## config.mk

```make
export PLATFORM = sky130hd
export DESIGN_NAME = aabbfc_regs
export DESIGN_NICKNAME = d
export VERILOG_FILES = /design/src/rtl/aabbfc_pkg.sv /design/src/rtl/aabbfc_regs.sv
export SDC_FILE = /design/constraint.sdc
export NUM_CORES = 1
export LEC_CHECK = 0
export BUFFER_PORTS_ARGS = -buffer_cell sky130_fd_sc_hd__clkbuf_2
export CORE_UTILIZATION = 30
export DETAILED_ROUTE_END_ITERATION = 8
export REMOVE_ABC_BUFFERS = 1
export SYNTH_ARGS = -nofsm -noshare
export SYNTH_HDL_FRONTEND = slang
export SYNTH_SLANG_ARGS = --single-unit
```

## constraint.sdc

```tcl
create_clock -name clk -period 1.4 [get_ports clk]
set_input_delay 0.14 -clock clk [delete_from_list [all_inputs] [get_ports clk]]
set_output_delay 0.14 -clock clk [all_outputs]
set_load 0.05 [all_outputs]
```

## src/rtl/aabbfc_pkg.sv

```systemverilog
package aabbfc_pkg;

	localparam int NumPlanes = 6;
	localparam int CoordW    = 22;
	localparam int NormW     = 14;
	localparam int DistW     = 22;
	localparam int MarginW   = 16;
	localparam int CfgIdxW   = 3;
	localparam int CfgDataW  = 64;
	// distance and margin move from 8 to 20 fraction bits
	localparam int FracShift = 12;
	localparam int ProdW     = NormW + CoordW;
	localparam int BiasW     = DistW + 1;
	localparam int SumW      = ProdW + 1;

	typedef logic signed [CoordW-1:0] coord_t;
	typedef logic signed [NormW-1:0]  norm_t;
	typedef logic signed [DistW-1:0]  dist_t;
	typedef logic signed [MarginW-1:0] margin_t;

	typedef struct packed {
		coord_t z;
		coord_t y;
		coord_t x;
	} vec3_t;

	// register layout: distance on top, then nz, ny, nx in the low bits
	typedef struct packed {
		dist_t distance;
		norm_t nz;
		norm_t ny;
		norm_t nx;
	} plane_t;

	typedef enum logic [CfgIdxW-1:0] {
		RegLeft   = 3'd0,
		RegRight  = 3'd1,
		RegBottom = 3'd2,
		RegTop    = 3'd3,
		RegNear   = 3'd4,
		RegFar    = 3'd5,
		RegMargin = 3'd6
	} reg_idx_t;

	typedef struct packed {
		logic en1;
		logic en2;
	} stage_en_t;

endpackage

```

## src/rtl/aabbfc_regs.sv

```systemverilog
module aabbfc_regs
	import aabbfc_pkg::*;
(
	input  logic                clk,
	input  logic                arst_n,
	input  logic                cfg_valid,
	output logic                cfg_ready,
	input  logic [CfgIdxW-1:0]  cfg_index,
	input  logic [CfgDataW-1:0] cfg_data,
	output plane_t              planes [NumPlanes],
	output margin_t             margin
);

	plane_t  plane_q [NumPlanes];
	margin_t margin_q;

	assign cfg_ready = 1'b1;

	always_ff @(posedge clk or negedge arst_n) begin
		if (!arst_n) begin
			for (int i = 0; i < NumPlanes; i++) begin
				plane_q[i] <= '0;
			end
			margin_q <= '0;
		end else if (cfg_valid && cfg_ready) begin
			unique case (cfg_index)
				RegLeft, RegRight, RegBottom, RegTop, RegNear, RegFar: begin
					plane_q[cfg_index] <= plane_t'(cfg_data);
				end
				RegMargin: begin
					margin_q <= margin_t'(cfg_data[MarginW-1:0]);
				end
				default: begin
					// no register here, write is dropped
				end
			endcase
		end
	end

	assign planes = plane_q;
	assign margin = margin_q;

endmodule

```

==> reports/results.txt <==
Req. time, crit path = 1.26 ns
Fin. Hold Viols = 0
CTS Buf Count = 43
CP endpoint kind = output pin
Post-layout min period = 1.360 ns
Mean Syn Cell Area = 18.62 um^2
Routed vias = 9607
Routed WL = 41670 um
Clock transition at path regs = 0.06 ns
Sequential cell area = 10010 um^2
Synth top area share = 63.11%
WL/cell = 19.12 um
Final hold slack = 0.05646 ns
Grt ovf = 0
Crit path launch type = flip-flop
Commonest non-fill, non-tap cell in the layout = dfrtp_1
Final setup fails = 0
Simple-gate portion of the synthesized area = 0.5364%
Highest Clock Rate = 735.3 MHz
H-Tree Depth = 2
Post-synth cell types = 12
Total core area = 51820 um^2
Max_cap viols = 0
Critical-path cell list = clkbuf_2
Root buffer cell = clkbuf_16
Post-synthesis register bit count = 400
Final Non-Filler Cells = 2180
Most frequent cells in the layout = dfrtp_1, clkbuf_2, mux2_2
Rows = 83
First-pass GRT wire length = 63260 um
Layout Area Growth over Synthesis = 36.16%
Compound-gate portion of the synthesized area = 0%
Placed insts = 2040
Worst-path fanout max = 2
Setup slack, reg-to-reg = 0.61 ns
Initial core utilization = 30.61%
Crit path launch = planes[258]$_DFFE_PN0P_
Critical R2R Launch = planes[223]$_DFFE_PN0P_
# DRC = 0
Tightest Hold Check Type = input port to async pin
CTS Sinks = 400
CTS tree = yes
Clock Latency Late Sink = 0.55 ns
Kind of critical path = flip-flop to output pin
Clk_skew = 0 ns
Buffers & Inverters on Critical Path = 1
Pwr Total = 43.46 mW
Maximum VDD drop = 1.173 mV
Share of cells above drive strength 1 = 68.33%
Detailed Route Iter0 Violations = 311
Yosys top cell by area = dfrtp_1
Post-synthesis sequential area ratio = 63.11%
Main combinational cell family by area after synthesis = multiplexers
GPL Wtd Cong = 0.7588
Vias in the first global route = 10250
DP Area = 19480 um^2
Port buffer count = 469
Synth area leaders = dfrtp_1, mux2_4, mux2_2, buf_12, buf_4
Leakage power total = 10.50 nW
Die ar. = 53790 um^2
Synth Warn # = 0
Post-route ant nets = 0
RSZ-0062 raised after global routing = false
CP max stage cell = dfrtp_1
Synth Cell Area = 15860 um^2
Largest net degree at the start of global routing = 80
Crit path largest cell delay = 0.36 ns
Via-to-Cell Ratio = 4.407
Total GRT Usage = 15.26%
Slew Limit Fails = 0
Multi-input gate area = 5289 um^2
Die Height = 231.9 um
Power per Cell Area = 2012 nW/um^2
Mux cell area share after synthesis = 32.66%
Number of fill cells = 4733
Mapped Cells = 852
Clk buf depth = 3
Xor-xnor portion of the synthesized cell area = 0%
Final Cycle Share = 97.15%
Die span in x = 231.9 um
Ant diodes = 0
Adder-Cell Fraction of Synth Area = 0%
CP arrival = 1.22 ns
I/O pin count = 471
TritonRoute pass-1 iters = 4
DP Wirelength = 29250 um
Design Area, Final = 21590 um^2
Status = complete, no violations
Final net count = 1540
Crit path max-delay family = flip-flops
Initial antenna violation count = 0
==> kinds of logic after synthesis <==
family | count (synthesis)
buf+inv | 44
simple gates | 7
flops | 400
other cells | 1
mux | 400
==> synth_stat cells (all sizes together) <==
cell type  instances
and4bb             3
mux2             400
conb               1
dfrtp            400
nand4b             3
buf               44
nor4b              1
==> area by class of cell <==
class	instances	share of cell area, %
repair buffers	617	18.65
well taps	680	3.940
multi-input cells	408	24.49
clock buffers	59	5.782
clock inverters	16	0.7880
flip-flops and latches	400	46.35
==> per-layer routing <==
metal  track usage, %  vias up  part of all wire [%]
met5                0        -                     0
met4            4.400        0                   2.3
met3            4.482       64                   6.4
met2            24.47      296                    47
met1            19.89     4987                    44
li1                 -     4260                     -
==> through the flow <==
stage / setup TNS, ns / setup slack (ns) / util (%)
4_1_cts: 0 / 0.0004323 / 41.65
6_report: 0 / 0.03995 / 41.67
5_1_grt: 0 / 0.00001976 / 41.67
3_5_place_dp: -29.20 / -0.1453 / 37.59
3_3_place_gp: -18.84 / -0.1361 / 37.59
2_1_floorplan: -726.72 / -2.977 / -
==> worst paths after layout <==
check,end,depth (start not counted)
worst max-delay path,planes[258],1
worst min-delay path,planes[31]$_DFFE_PN0P_,2
worst max register to register,planes[223]$_DFFE_PN0P_,1
worst min register to register,planes[167]$_DFFE_PN0P_,1
max in group asynchronous,planes[226]$_DFFE_PN0P_,3
min in group clk,planes[328]$_DFFE_PN0P_,4
==> where the power goes <==
group	switching, mW	internal (mW)	total, mW	leakage (nW)
logic	11.9	4.59	16.5	5.00
clock network	4.59	6.78	11.4	0.695
registers	1.45	14.1	15.6	4.80
total	18.0	25.5	43.5	10.5
==> sequential cells by signal (all words and copies together) (netlist names) <==
register and cells:
margin 16, planes 384
==> what timing repair did <==
action	CTS	global route
cloned	0	0
endpoints found under the setup margin	13	62
pin swaps	0	0
resized for setup	13	67
hold endpoints to repair	800	0
setup buffers	0	0
hold buffers	65	0
No activity file was read; power rests on OpenSTA's default activity.
