<file path="config.mk">
export PLATFORM = sky130hd
export DESIGN_NAME = aabbfc_plane
export DESIGN_NICKNAME = d
export VERILOG_FILES = /design/src/rtl/aabbfc_pkg.sv /design/src/rtl/aabbfc_plane.sv
export SDC_FILE = /design/constraint.sdc
export NUM_CORES = 2
export LEC_CHECK = 0
export ABC_AREA = 0
export BUFFER_PORTS_ARGS = -buffer_cell sky130_fd_sc_hd__buf_4
export CAP_MARGIN = 30
export CORE_UTILIZATION = 50
export CTS_CLUSTER_DIAMETER = 50
export DETAILED_ROUTE_END_ITERATION = 7
export GPL_ROUTABILITY_DRIVEN = 0
export PLACE_DENSITY = 0.71
export SLEW_MARGIN = 0
export SYNTH_ARGS = -nofsm -noshare
export SYNTH_HDL_FRONTEND = slang
export SYNTH_SLANG_ARGS = --single-unit
export TNS_END_PERCENT = 20
</file>
<file path="constraint.sdc">
create_clock -name clk -period 8.31 [get_ports clk]
set_input_delay 0.4155 -clock clk [delete_from_list [all_inputs] [get_ports clk]]
set_output_delay 0.4155 -clock clk [all_outputs]
set_load 0.02 [all_outputs]
</file>
<file path="src/rtl/aabbfc_pkg.sv">
package aabbfc_pkg;

	localparam int NumPlanes = 6;
	localparam int CoordW    = 22;
	localparam int NormW     = 14;
	localparam int DistW     = 22;
	localparam int MarginW   = 16;
	localparam int CfgIdxW   = 3;
	localparam int CfgDataW  = 64;
	// distance and margin move from 8 to 20 fraction bits
	localparam int FracShift = 12;
	localparam int ProdW     = NormW + CoordW;
	localparam int BiasW     = DistW + 1;
	localparam int SumW      = ProdW + 1;

	typedef logic signed [CoordW-1:0] coord_t;
	typedef logic signed [NormW-1:0]  norm_t;
	typedef logic signed [DistW-1:0]  dist_t;
	typedef logic signed [MarginW-1:0] margin_t;

	typedef struct packed {
		coord_t z;
		coord_t y;
		coord_t x;
	} vec3_t;

	// register layout: distance on top, then nz, ny, nx in the low bits
	typedef struct packed {
		dist_t distance;
		norm_t nz;
		norm_t ny;
		norm_t nx;
	} plane_t;

	typedef enum logic [CfgIdxW-1:0] {
		RegLeft   = 3'd0,
		RegRight  = 3'd1,
		RegBottom = 3'd2,
		RegTop    = 3'd3,
		RegNear   = 3'd4,
		RegFar    = 3'd5,
		RegMargin = 3'd6
	} reg_idx_t;

	typedef struct packed {
		logic en1;
		logic en2;
	} stage_en_t;

endpackage

</file>
<file path="src/rtl/aabbfc_plane.sv">
module aabbfc_plane
	import aabbfc_pkg::*;
(
	input  logic      clk,
	input  stage_en_t en,
	input  plane_t    plane,
	input  margin_t   margin,
	input  vec3_t     lo,
	input  vec3_t     hi,
	output logic      pass_s2
);

	coord_t px, py, pz;
	logic signed [ProdW-1:0] prod_x, prod_y, prod_z;
	logic signed [ProdW-1:0] prod_x_s1, prod_y_s1, prod_z_s1;
	logic signed [BiasW-1:0] bias;
	logic signed [BiasW+FracShift-1:0] bias_q20;
	logic signed [SumW-1:0] sum;

	// positive vertex: high corner unless the normal component is negative
	assign px = plane.nx[NormW-1] ? lo.x : hi.x;
	assign py = plane.ny[NormW-1] ? lo.y : hi.y;
	assign pz = plane.nz[NormW-1] ? lo.z : hi.z;

	assign prod_x = ProdW'(plane.nx) * ProdW'(px);
	assign prod_y = ProdW'(plane.ny) * ProdW'(py);
	assign prod_z = ProdW'(plane.nz) * ProdW'(pz);

	always_ff @(posedge clk) begin
		if (en.en1) begin
			prod_x_s1 <= prod_x;
			prod_y_s1 <= prod_y;
			prod_z_s1 <= prod_z;
		end
	end

	assign bias     = BiasW'(plane.distance) + BiasW'(margin);
	assign bias_q20 = {bias, {FracShift{1'b0}}};
	assign sum      = SumW'(prod_x_s1) + SumW'(prod_y_s1) + SumW'(prod_z_s1)
		+ SumW'(bias_q20);

	always_ff @(posedge clk) begin
		if (en.en2) begin
			pass_s2 <= !sum[SumW-1];
		end
	end

endmodule

</file>
==> metrics.yaml <==
synth:
  postSynthCellCount: 4242
  avgSynthCellArea_um2: 9.46
  yosysSeqAreaShare_pct: 8.16
  ys_warn_count: 0
  syn_area_um2: 40100
  synth_top_area_share_pct: 46.5
  yosys.area.top_type: "fa_1"
  ys_top_cells_by_area: "fa_1, inv_1, ha_1"
  yosys_register_bits: 109
  synth_edf_count: 109
  synth-main-ff-cell: "edfxtp_1"
  syn-num-nets: 5705
  async_reset_ff_share_pct: 0
  yosysUniqueCellTypes: 67
die:
  rows: 103
  die_w_um: 285
  boundaryPins: 216
  start_util_pct: 50.6
  dieHeight_um: 285
  core_um2: 79300
  dieArea_um2: 81400
critical_path:
  worstPathArrival_ps: 7140
  reg2reg_from: "prod_z_s1[13]"
  slowest_stage: "o41ai_2"
  path_cells: "buf_4, mux2_2, and2_1, fa_1, inv_1, fa_1, inv_1, fa_1, inv_1, fa_1, fa_1, inv_1, fa_1, ha_1, a2111oi_0, o21a_1, o31a_1, nor4b_1, o41ai_2, o21ai_1, a211o_1, a21oi_1, xnor2_1"
  critPathRequiredTime_ps: 8440
  start_kind: "input pin"
  slowest_delay_ps: 540
  r2r.worst_path.cells: 14
  path_max_fanout: 31
  timing.critical_path.mode_cell: "fa_1"
  ff2ff_setup_slack_ps: 4160
  setup.worst_path.class: "in2reg"
  end_kind: "flop"
  reg2reg_to: "pass_s2"
global_routing:
  grt_pass1_wl_um: 150000
  grt_pass1_vias: 29900
  grt_start_max_net_pins: 65
  antenna_found_initial: 3
  grt_util_all_layers_pct: 22.9
  overflow: 0
timing:
  hold_violations: 0
  fin_crit_sh_pct: 84.4
  fin_worst_skew_ps: 11.2
  tightest_slew_ps: 893
  tns_ps: 0
  finalMaxSlewViolations: 0
  fin_ws_ps: 1300
  rsz0062_at_grt: "false"
  slew_headroom_pct: 39.9
  setup_viol: 0
  fmax_mhz: 143
  period_needed_ps: 7010
flow_run:
  maxCapViolCount: 0
clock_network:
  post-cts-setup-buffers: 0
  cts_max_level: 3
  cts_resized: 0
  clock_latency_ps: 360
  cts_tree: "done"
  cts.sinks: 109
  cts.clk_slew.worst_paths_ps: 80
  cts_hold_buf: 0
  cts_root_buf: "clkbuf_16"
  cts_buffers: 9
  cts_max_path_buffers: 2
hold_path:
  min_from: "en[0]"
  hp-class: "in2reg"
  hold_depth: 1
  holdPathEnd: "pass_s2"
route:
  wl_per_cell_um: 16.6
  post-route-drc-count: 0
  viasPerCell: 5.21
  met2_length_um: 44600
  detailedRoute.firstPassIterationCount: 7
  vias: 28000
  route.met3.wl_um: 4850
  top_layer: "met5"
  finalWirelength_um: 89000
  wl_met1_um: 38300
  drtIter0Drc: 1440
  drt.antenna.violating_nets: 0
placed_design:
  io_buffer_count: 215
  place_hpwl_um: 76500
  place_ws_ps: 917
finish:
  area_growth_pct: 6.69
  layout_common_cells: "inv_1, fa_1, nand2_1"
  final_nets: 5778
  multiInputGateArea_um2: 32300
  final_common_cell: "inv_1"
  fillers: 7094
  ff_latch_area_um2: 3270
  drive_gt1_share_pct: 7.36
outcome:
  status: "finished clean"
worst max path at each step:
stage,startpoint,end
2_1_floorplan,plane[41],prod_z_s1[35]
3_3_place_gp,plane[13],prod_x_s1[34]
3_5_place_dp,plane[13],prod_x_s1[34]
4_1_cts,plane[13],prod_x_s1[34]
5_1_grt,plane[13],prod_x_s1[34]
6_report,plane[13],prod_x_s1[34]
metrics by stage:
| step | instance area (um^2) | hold slack (ps) | utilization, % | std cells |
|---|---|---|---|---|
| finish | 42800 | 268 | 54.0 | 5372 |
| global route | 42800 | 253 | 54.0 | 5372 |
| CTS | 42800 | 258 | 54.0 | 5370 |
| detailed placement | 42500 | 640 | 53.6 | 5354 |
| global placement | 42500 | 642 | 53.6 | 5352 |
| floorplan | 40100 | 528 | - | 4242 |
metal layers:
| metal | GRT usage [%] | up-vias |
|---|---|---|
| met1 | 31.6 | 14400 |
| met5 | 0 | - |
| li1 | - | 12700 |
| met3 | 2.71 | 95 |
| met4 | 4.18 | 2 |
| met2 | 39.3 | 756 |
worst max-delay path, delay by kind of cell:
family / cells / cell delay, ps
mux: 1 / 500
buf+inv: 5 / 510
simple gates: 2 / 340
compound gates: 7 / 1960
xor+xnor: 1 / 80
fa+ha+maj: 7 / 3300
registers in the layout, summed over array words and instances, names as in the netlist:
name / flops
prod_y_s1: 36
prod_z_s1: 36
pass_s2: 1
prod_x_s1: 36
cell type report:
cell class              count  share of cell area, %
diodes                      2                 0.0117
clock buffers              10                  0.535
clock inverters             6                  0.178
inverters                1058                   9.28
multi-input cells        2916                   75.4
flip-flops and latches    109                   7.65
well taps                1050                   3.07
repair buffers            221                   3.87
cell families (layout without fill, tap and decap cells):
family / Yosys count / count (layout) / share of synthesized area [%]
compound gates: 347 / 347 / 5.71
xor+xnor: 133 / 133 / 2.90
fa+ha+maj: 1248 / 1248 / 56.4
buf+inv: 1217 / 1295 / 11.4
flops: 109 / 109 / 8.16
mux: 69 / 69 / 1.92
other cells: 0 / 2 / 0
simple gates: 1119 / 1119 / 13.6
synthesized netlist by cell type (5+ instances only):
library cell     n
a211oi_1        18
a21o_1          54
a21oi_1         92
a31oi_1         10
and2_1         365
clkbuf_1       155
edfxtp_1       109
fa_1           933
ha_1           315
inv_1         1056
mux2_2          64
mux2i_1          5
nand2_1        499
nand2b_1        39
nand3_1         11
nand4_1          8
nor2_1         117
nor2b_1         38
nor3_1          18
nor4_1           5
o211ai_1         8
o21a_1          22
o21ai_0         67
o21bai_1        17
xnor2_1        104
xor2_1          29
Power is not shown: default switching activity piles up to over one toggle a cycle in this logic, so the estimate is an artifact.
